## src/hdl/aarf_pkg.sv

```systemverilog
package aarf_pkg;

   localparam int unsigned DATA_W  = 32;
   localparam int unsigned ADDR_W  = 14;
   localparam int unsigned OFS_W   = 12;
   localparam int unsigned IDX_W   = 10;
   localparam int unsigned ALIAS_W = 2;

   localparam logic OP_READ  = 1'b0;
   localparam logic OP_WRITE = 1'b1;

   localparam logic [ALIAS_W-1:0] ALIAS_PLAIN = 2'd0;
   localparam logic [ALIAS_W-1:0] ALIAS_XOR   = 2'd1;
   localparam logic [ALIAS_W-1:0] ALIAS_SET   = 2'd2;
   localparam logic [ALIAS_W-1:0] ALIAS_CLEAR = 2'd3;

   localparam logic [OFS_W-1:0] OFS_STATUS    = 12'h050;
   localparam logic [OFS_W-1:0] OFS_IRQ_RAW   = 12'h08c;
   localparam logic [OFS_W-1:0] OFS_IRQ_EN    = 12'h090;
   localparam logic [OFS_W-1:0] OFS_IRQ_FORCE = 12'h094;
   localparam logic [OFS_W-1:0] OFS_IRQ_STAT  = 12'h098;

   localparam logic [IDX_W-1:0] IDX_IRQ_RAW   = OFS_IRQ_RAW[OFS_W-1:2];
   localparam logic [IDX_W-1:0] IDX_IRQ_EN    = OFS_IRQ_EN[OFS_W-1:2];
   localparam logic [IDX_W-1:0] IDX_IRQ_FORCE = OFS_IRQ_FORCE[OFS_W-1:2];

   localparam logic [DATA_W-1:0] POWER_DETECTED = 32'h0000_0800;

   function automatic logic [DATA_W-1:0] combine_word(
      input logic [DATA_W-1:0]  old_word,
      input logic [DATA_W-1:0]  val,
      input logic [ALIAS_W-1:0] alias_sel
   );
      logic [DATA_W-1:0] res;
      case (alias_sel)
         ALIAS_PLAIN: res = val;
         ALIAS_XOR:   res = old_word ^ val;
         ALIAS_SET:   res = old_word | val;
         ALIAS_CLEAR: res = old_word & ~val;
         default:     res = val;
      endcase
      return res;
   endfunction

endpackage

```

## src/hdl/aarf_ram.sv

```systemverilog
module aarf_ram #(
   parameter int unsigned WIDTH = 32,
   parameter int unsigned DEPTH = 64
) (
   input  logic                     clock,
   input  logic                     wr_en,
   input  logic [$clog2(DEPTH)-1:0] wr_addr,
   input  logic [WIDTH-1:0]         wr_data,
   input  logic                     rd_en,
   input  logic [$clog2(DEPTH)-1:0] rd_addr,
   output logic [WIDTH-1:0]         rd_data
);

   logic [WIDTH-1:0] mem [DEPTH];
   logic [WIDTH-1:0] rd_data_ff;

   always_ff @(posedge clock) begin
      if (wr_en) begin
         mem[wr_addr] <= wr_data;
      end
      if (rd_en) begin
         rd_data_ff <= mem[rd_addr];
      end
   end

   assign rd_data = rd_data_ff;

endmodule

```

## src/hdl/aarf_clear.sv

```systemverilog
module aarf_clear #(
   parameter int unsigned DEPTH = 64
) (
   input  logic                     clock,
   input  logic                     reset,
   output logic                     busy,
   output logic [$clog2(DEPTH)-1:0] addr
);

   localparam int unsigned AW = $clog2(DEPTH);
   localparam logic [AW-1:0] LAST = AW'(DEPTH - 1);

   logic          busy_ff, busy_in;
   logic [AW-1:0] idx_ff, idx_in;

   always_comb begin
      busy_in = busy_ff;
      idx_in  = idx_ff;
      if (busy_ff) begin
         idx_in = idx_ff + AW'(1);
         if (idx_ff == LAST) begin
            busy_in = 1'b0;
         end
      end
   end

   always_ff @(posedge clock) begin
      if (reset) begin
         busy_ff <= 1'b1;
         idx_ff  <= '0;
      end else begin
         busy_ff <= busy_in;
         idx_ff  <= idx_in;
      end
   end

   assign busy = busy_ff;
   assign addr = idx_ff;

endmodule

```

## src/hdl/atomic_alias_register_file_top.sv

```systemverilog
// a read word passes through stage one and then the rsp register; writes give no word
// throughput: one access per cycle while req_stall is low, set by the read-modify-write on the ram port
// an access to the word that the last write wrote is served from a forwarding register
// reset: synchronous; afterwards a clearing pass writes zero to every word,
// with req_stall held high until it ends
module atomic_alias_register_file_top #(
   parameter int unsigned REG_WORDS = 64
) (
   input  logic        clock,
   input  logic        reset,
   input  logic        req_valid,
   output logic        req_stall,
   input  logic        req_op,
   input  logic [13:0] req_addr,
   input  logic [31:0] req_wdata,
   output logic        rsp_valid,
   input  logic        rsp_stall,
   output logic [31:0] rsp_rdata
);

   localparam int unsigned AW = $clog2(REG_WORDS);
   localparam int unsigned DW = aarf_pkg::DATA_W;
   localparam int unsigned IW = aarf_pkg::IDX_W;
   localparam logic [IW:0] WORD_LIMIT = (IW + 1)'(REG_WORDS);

   logic accept;

   // stage one
   logic                        s1_valid_ff, s1_valid_in;
   logic                        s1_op_ff;
   logic [aarf_pkg::OFS_W-1:0]  s1_ofs_ff;
   logic [aarf_pkg::ALIAS_W-1:0] s1_alias_ff;
   logic [DW-1:0]               s1_wdata_ff;
   logic                        s1_advance;

   // forwarding of the last write
   logic          fwd_valid_ff, fwd_valid_in;
   logic [IW-1:0] fwd_idx_ff, fwd_idx_in;
   logic [DW-1:0] fwd_data_ff, fwd_data_in;

   // copies of the interrupt words
   logic [DW-1:0] irq_raw_ff, irq_raw_in;
   logic [DW-1:0] irq_en_ff, irq_en_in;
   logic [DW-1:0] irq_force_ff, irq_force_in;

   logic          rsp_valid_ff, rsp_valid_in;
   logic [DW-1:0] rsp_rdata_ff, rsp_rdata_in;
   logic          out_load;

   logic [IW-1:0] s1_idx;
   logic          s1_hit;
   logic [DW-1:0] ram_rdata;
   logic [DW-1:0] old_word;
   logic [DW-1:0] new_word;
   logic [DW-1:0] read_word;
   logic          do_write;

   logic          clr_busy;
   logic [AW-1:0] clr_addr;

   logic          ram_wr_en;
   logic [AW-1:0] ram_wr_addr;
   logic [DW-1:0] ram_wr_data;
   logic [IW-1:0] req_idx;

   aarf_clear #(
      .DEPTH (REG_WORDS)
   ) u_clear (
      .clock (clock),
      .reset (reset),
      .busy  (clr_busy),
      .addr  (clr_addr)
   );

   assign req_idx = req_addr[aarf_pkg::OFS_W-1:2];

   aarf_ram #(
      .WIDTH (DW),
      .DEPTH (REG_WORDS)
   ) u_ram (
      .clock   (clock),
      .wr_en   (ram_wr_en),
      .wr_addr (ram_wr_addr),
      .wr_data (ram_wr_data),
      .rd_en   (accept),
      .rd_addr (req_idx[AW-1:0]),
      .rd_data (ram_rdata)
   );

   assign out_load   = !rsp_valid_ff || !rsp_stall;
   assign s1_advance = !s1_valid_ff || (s1_op_ff == aarf_pkg::OP_WRITE) || out_load;
   assign req_stall  = clr_busy || (s1_valid_ff && !s1_advance);
   assign accept     = req_valid && !req_stall;

   assign s1_idx   = s1_ofs_ff[aarf_pkg::OFS_W-1:2];
   assign s1_hit   = {1'b0, s1_idx} < WORD_LIMIT;
   assign old_word = (fwd_valid_ff && (fwd_idx_ff == s1_idx)) ? fwd_data_ff : ram_rdata;
   assign new_word = aarf_pkg::combine_word(old_word, s1_wdata_ff, s1_alias_ff);
   assign do_write = s1_valid_ff && (s1_op_ff == aarf_pkg::OP_WRITE) && s1_hit;

   always_comb begin
      if (s1_ofs_ff == aarf_pkg::OFS_STATUS) begin
         read_word = old_word | aarf_pkg::POWER_DETECTED;
      end else if (s1_ofs_ff == aarf_pkg::OFS_IRQ_STAT) begin
         read_word = (irq_raw_ff | irq_force_ff) & irq_en_ff;
      end else if (s1_hit) begin
         read_word = old_word;
      end else begin
         read_word = '0;
      end
   end

   always_comb begin
      if (clr_busy) begin
         ram_wr_en   = 1'b1;
         ram_wr_addr = clr_addr;
         ram_wr_data = '0;
      end else begin
         ram_wr_en   = do_write;
         ram_wr_addr = s1_idx[AW-1:0];
         ram_wr_data = new_word;
      end
   end

   always_comb begin
      s1_valid_in  = s1_advance ? accept : s1_valid_ff;
      fwd_valid_in = fwd_valid_ff;
      fwd_idx_in   = fwd_idx_ff;
      fwd_data_in  = fwd_data_ff;
      irq_raw_in   = irq_raw_ff;
      irq_en_in    = irq_en_ff;
      irq_force_in = irq_force_ff;
      if (do_write) begin
         fwd_valid_in = 1'b1;
         fwd_idx_in   = s1_idx;
         fwd_data_in  = new_word;
         if (s1_idx == aarf_pkg::IDX_IRQ_RAW) begin
            irq_raw_in = new_word;
         end
         if (s1_idx == aarf_pkg::IDX_IRQ_EN) begin
            irq_en_in = new_word;
         end
         if (s1_idx == aarf_pkg::IDX_IRQ_FORCE) begin
            irq_force_in = new_word;
         end
      end
      rsp_valid_in = rsp_valid_ff;
      rsp_rdata_in = rsp_rdata_ff;
      if (out_load) begin
         rsp_valid_in = s1_valid_ff && (s1_op_ff == aarf_pkg::OP_READ);
         rsp_rdata_in = read_word;
      end
   end

   always_ff @(posedge clock) begin
      if (reset) begin
         s1_valid_ff  <= 1'b0;
         fwd_valid_ff <= 1'b0;
         rsp_valid_ff <= 1'b0;
         irq_raw_ff   <= '0;
         irq_en_ff    <= '0;
         irq_force_ff <= '0;
      end else begin
         s1_valid_ff  <= s1_valid_in;
         fwd_valid_ff <= fwd_valid_in;
         rsp_valid_ff <= rsp_valid_in;
         irq_raw_ff   <= irq_raw_in;
         irq_en_ff    <= irq_en_in;
         irq_force_ff <= irq_force_in;
      end
   end

   always_ff @(posedge clock) begin
      if (accept) begin
         s1_op_ff    <= req_op;
         s1_ofs_ff   <= req_addr[aarf_pkg::OFS_W-1:0];
         s1_alias_ff <= req_addr[aarf_pkg::ADDR_W-1:aarf_pkg::OFS_W];
         s1_wdata_ff <= req_wdata;
      end
      fwd_idx_ff   <= fwd_idx_in;
      fwd_data_ff  <= fwd_data_in;
      rsp_rdata_ff <= rsp_rdata_in;
   end

   assign rsp_valid = rsp_valid_ff;
   assign rsp_rdata = rsp_rdata_ff;

   a_clear_after_reset: assert property (@(posedge clock)
      $past(reset) && !reset |-> clr_busy)
      else $error("clearing pass not started after reset");

   a_empty_while_clearing: assert property (@(posedge clock) disable iff (reset)
      clr_busy |-> !s1_valid_ff && !rsp_valid_ff)
      else $error("access in flight during clearing pass");

   a_word_from_read: assert property (@(posedge clock) disable iff (reset)
      $rose(rsp_valid_ff) |-> $past(s1_valid_ff && (s1_op_ff == aarf_pkg::OP_READ)))
      else $error("result word without a read");

   a_write_never_held: assert property (@(posedge clock) disable iff (reset)
      s1_valid_ff && (s1_op_ff == aarf_pkg::OP_WRITE) |=> !$past(req_stall) || !clr_busy)
      else $error("write held in stage one");

endmodule
```

## config.mk

```make
export PLATFORM = sky130hd
export DESIGN_NAME = atomic_alias_register_file_top
export DESIGN_NICKNAME = d
export VERILOG_FILES = /design/src/hdl/aarf_pkg.sv /design/src/hdl/aarf_ram.sv /design/src/hdl/aarf_clear.sv /design/src/hdl/atomic_alias_register_file_top.sv
export SDC_FILE = /design/constraint.sdc
export NUM_CORES = 2
export LEC_CHECK = 0
export BUFFER_PORTS_ARGS = -buffer_cell sky130_fd_sc_hd__buf_2
export CORE_ASPECT_RATIO = 0.5
export CORE_MARGIN = 2
export CORE_UTILIZATION = 35
export CTS_CLUSTER_DIAMETER = 40
export DETAILED_ROUTE_END_ITERATION = 10
export PLACE_DENSITY = 0.59
export SYNTH_ARGS = -nofsm -noshare
export SYNTH_HDL_FRONTEND = slang
export SYNTH_HIERARCHICAL = 1
export SYNTH_SLANG_ARGS = --single-unit
export TNS_END_PERCENT = 30
```

## constraint.sdc

```tcl
create_clock -name clock -period 17.18 [get_ports clock]
set_clock_uncertainty 0.2 [all_clocks]
set_input_delay 1.718 -clock clock [delete_from_list [all_inputs] [get_ports clock]]
set_output_delay 1.718 -clock clock [all_outputs]
set_load 0.01 [all_outputs]
```

==> out/results.tsv <==
stage	metric	value	unit
run_status	status	completed	
cts	H-tree depth	4	
layout	# nets final	4789	
floorplan	core area	256000	µm²
floorplan	initial core utilization	35.4	%
critical_path	reg2reg path depth	11	
critical_path	critical path data arrival time	6.64	ns
detailed_routing	via/cell ratio	5.72	
timing	final period utilization	36.7	%
power_and_ir_drop	Pleak	28.0	nW
global_route	first-pass GRT wire length	356000	µm
logic_synthesis	Mapped Cells	4474	
place	GP Congestion	0.814	
global_route	largest net degree at the start of global routing	109	
cts	clock slew at reported path FFs	0.06	ns
timing	Max transition margin	14.8	%
critical_path	slowest stage delay, CP	0.86	ns
cts	Clock Sinks	2307	
critical_path	critical path's most frequent cell	buf_4	
worst_hold_path	hold_sp	irq_en_ff[15]$_SDFFE_PP0P_	
layout	Multi-input gate area	21500	µm²
power_and_ir_drop	Cell Pwr Density	111	nW/µm²
logic_synthesis	asr flop ratio synth	0	%
layout	# fillers	22300	
detailed_routing	DRT Wirelength	255000	µm
critical_path	critical path's top delay family	buffers and inverters	
cts	Root Driver	clkbuf_16	
logic_synthesis	Synth Flop Type	edfxtp_1	
logic_synthesis	Post-Syn Area	90600	µm²
worst_hold_path	hold path depth	2	
timing	Sum Neg Setup Slack	0	ns
place	DPL Wire Length	143000	µm
cts	CTS resizes	0	
floorplan	die area	263000	µm²
critical_path	top fanout value on the critical path	81	
timing	unrepaired setup endpoints after global routing	no	
layout	Syn-to-layout area delta	14.3	%
timing	Final Hold Fails	0	
cts	CTS tree	built	
critical_path	r2r setup slk	11.77	ns
timing	Tightest Pin Transition	1.28	ns
power_and_ir_drop	maximum VDD drop	0.0000815	V
critical_path	Worst R2R Start	s1_ofs_ff[8]$_DFFE_PP_	
worst_hold_path	type of the worst min-delay path	reg2reg	
logic_synthesis	Post-synth EDFFs	2201	
timing	number of max-slew violations in the final report	0	
global_route	gr usage total	19.0	%
global_route	vias in the first global route	46800	
cts	post-CTS setup buffers	0	
layout	Non-Filler Instances	8333	
worst_hold_path	Hold EP	irq_en_ff[15]$_SDFFE_PP0P_	
cts	total CTS buffers	234	
critical_path	Critical Path Slowest Stage Cell	buf_4	
logic_synthesis	synthesized area per cell	20.2	µm²
critical_path	Crit Path Category	in2reg	
critical_path	FF-to-FF End	u_ram/mem[12][7]$_DFFE_PP_	
detailed_routing	DRC viols	0	
global_route	initial antenna violation count	20	
logic_synthesis	synthesized net count	4590	
power_and_ir_drop	Tot Pwr	0.0114	W
detailed_routing	DR pass1 iterations	8	
critical_path	critical path endpoint category	flop	
cts	Clock Tree Buf Depth	4	
detailed_routing	vias post-DR	47600	
place	placed cell count	7895	
cts	Hold Buf Count CTS	0	
critical_path	Critical Path RT	17.51	ns
timing	WHS	0.258	ns
cts	worst-skew pair later-pin latency	0.89	ns
place	Port Buf Inserts	84	
timing	fmax	0.159	GHz
critical_path	WP buf/inv	4	
timing	minimum clock period	6.31	ns
floorplan	Die H	364	µm
critical_path	Cell Chain, Critical Path	buf_8 -> buf_4 -> buf_4 -> buf_4 -> mux4_2 -> mux4_2 -> o22ai_1 -> nor2_1	
detailed_routing	DR iter-0 viols	6811	
layout	layout cell share with drive strength beyond 1	26.7	%
logic_synthesis	register area share after synthesis	75.3	%
floorplan	Die X-Extent	723	µm
timing	final setup vio count	0	
global_route	global route overflow	0	
layout	total area of sequential cells	68200	µm²
logic_synthesis	distinct cell type count after synthesis	58	
floorplan	Ports	85	
flow_run	max-cap violations	0	
critical_path	CP Launch Type	input port	
detailed_routing	Antenna Nets Post-Route	0	
logic_synthesis	Warnings, synthesis	6	
logic_synthesis	flops & latches, synth	2307	
detailed_routing	average wire per standard cell	30.6	µm
floorplan	# rows	131	
[cells in the final DEF, fill, tap and decap left out, drive strengths merged, types with 26 or more instances in the layout]
cell and n:
inv 93, o211ai 63, mux2 38, dfxtp 106, clkinv 98, a21oi 186, mux2i 126, buf 239
nor2 193, ha 65, nand2 148, nor2b 26, o21ai 66, clkbuf 277, o221ai 27, edfxtp 2201
o22ai 84, a211oi 48, mux4 552, nand3 49, o311ai 31
[registers in the layout, indices dropped and copies added, names as in the netlist, 12 cells and up]
signal and cells:
u_ram/mem 2048, fwd_data_ff 32, irq_en_ff 32, irq_force_ff 32
irq_raw_ff 32, rsp_rdata 32, s1_wdata_ff 32, u_ram/rd_data 32
s1_ofs_ff 12
[per-layer routing]
layer / track usage (%) / up-vias / wire [µm]
li1: - / 18900 / -
met5: 0 / - / 23
met2: 29.6 / 2518 / 117000
met3: 3.17 / 410 / 24400
met4: 5.27 / 4 / 7250
met1: 27.6 / 25800 / 106000
[worst reg2reg max path: cells and delay by family, from the launching register on]
| kind | cells | cell delay (ns) |
|---|---|---|
| multiplexers | 1 | 0.40 |
| XOR/XNOR | 1 | 0.27 |
| buffers and inverters | 3 | 1.71 |
| flip-flops | 1 | 0.49 |
| AO/OA/AOI/OAI | 2 | 0.36 |
| adder cells (fa/ha/maj) | 1 | 0.27 |
| AND/OR/NAND/NOR | 3 | 1.42 |
[cell usage after synthesis, types with 2 or more instances]
cell type / count / share of area (%)
mux2_4: 24 / 0.40
a22oi_1: 12 / 0.099
nand2b_1: 12 / 0.083
edfxtp_1: 2201 / 73
o311ai_0: 26 / 0.25
buf_4: 25 / 0.21
buf_6: 13 / 0.16
buf_2: 84 / 0.46
nand3b_1: 6 / 0.050
o21ai_1: 2 / 0.011
or2_2: 3 / 0.021
a21oi_1: 186 / 1.0
and3b_1: 2 / 0.019
o22ai_1: 84 / 0.58
o311ai_1: 5 / 0.048
nand3_1: 49 / 0.27
o221ai_1: 27 / 0.26
a211oi_1: 48 / 0.40
mux4_2: 552 / 14
buf_1: 23 / 0.095
and3_1: 5 / 0.035
clkbuf_1: 131 / 0.54
o211ai_1: 63 / 0.52
nand2_1: 148 / 0.61
dfxtp_1: 106 / 2.3
nand4_2: 3 / 0.041
a311oi_1: 8 / 0.077
o21ai_0: 64 / 0.35
o32ai_1: 4 / 0.039
or3b_2: 5 / 0.048
and2_1: 3 / 0.021
and4_1: 3 / 0.029
nand4_1: 5 / 0.035
or3_1: 5 / 0.035
ha_1: 65 / 0.90
inv_1: 72 / 0.30
xor2_1: 3 / 0.029
nor2b_1: 26 / 0.18
mux2_2: 14 / 0.17
a41o_1: 4 / 0.044
xnor2_1: 11 / 0.11
nor3_1: 8 / 0.044
nor2_1: 193 / 0.80
or3b_1: 2 / 0.019
mux2i_1: 126 / 1.4
[power by group]
group / leakage, nW / switching [W] / internal, W
combinational: 7.09 / 0.000193 / 0.000106
clock: 3.69 / 0.00217 / 0.00287
sequential: 17.2 / 0.00000680 / 0.00610
[worst max-delay path by stage]
stage,from,endpoint,slack [ns],cells past startpoint
after floorplan,rsp_stall,s1_alias_ff[0]$_DFFE_PP_,10.22,3
after global placement,req_addr[3],u_ram/rd_data[21]$_DFFE_PP_,10.07,8
after detailed placement,req_addr[3],u_ram/rd_data[21]$_DFFE_PP_,10.05,8
after CTS,req_addr[3],u_ram/rd_data[21]$_DFFE_PP_,10.95,8
after global routing,req_addr[2],u_ram/rd_data[16]$_DFFE_PP_,10.68,8
final,req_addr[3],u_ram/rd_data[21]$_DFFE_PP_,10.87,8
[through the flow]
stage	utilization [%]	instance area (µm²)	setup slack, ns
floorplan	-	90600	10.22
global placement	37.5	96000	10.07
detailed placement	37.5	96000	10.05
CTS	40.4	104000	10.95
global route	40.4	104000	10.68
finish	40.4	104000	10.87
[area by class of cell]
cell class,instances,share of cell area [%]
Tap cell,3458,4.18
Clock inverter,151,1.35
Inverter,72,0.261
Sequential cell,2307,65.9
Timing Repair Buffer,239,1.59
Multi-Input combinational cell,1819,20.8
Clock buffer,277,5.94
Antenna cell,10,0.0242
[kinds of logic (layout without fill, tap and decap cells)]
family / count (synthesis) / count (layout) / synth area share, %
simple gates: 487 / 487 / 2.43
other cells: 0 / 10 / 0
fa+ha+maj: 65 / 65 / 0.898
flops: 2307 / 2307 / 75.3
buf+inv: 348 / 739 / 1.77
compound gates: 537 / 537 / 3.77
xor+xnor: 14 / 14 / 0.135
mux: 716 / 716 / 15.7
(Power assumes the default switching activity.)
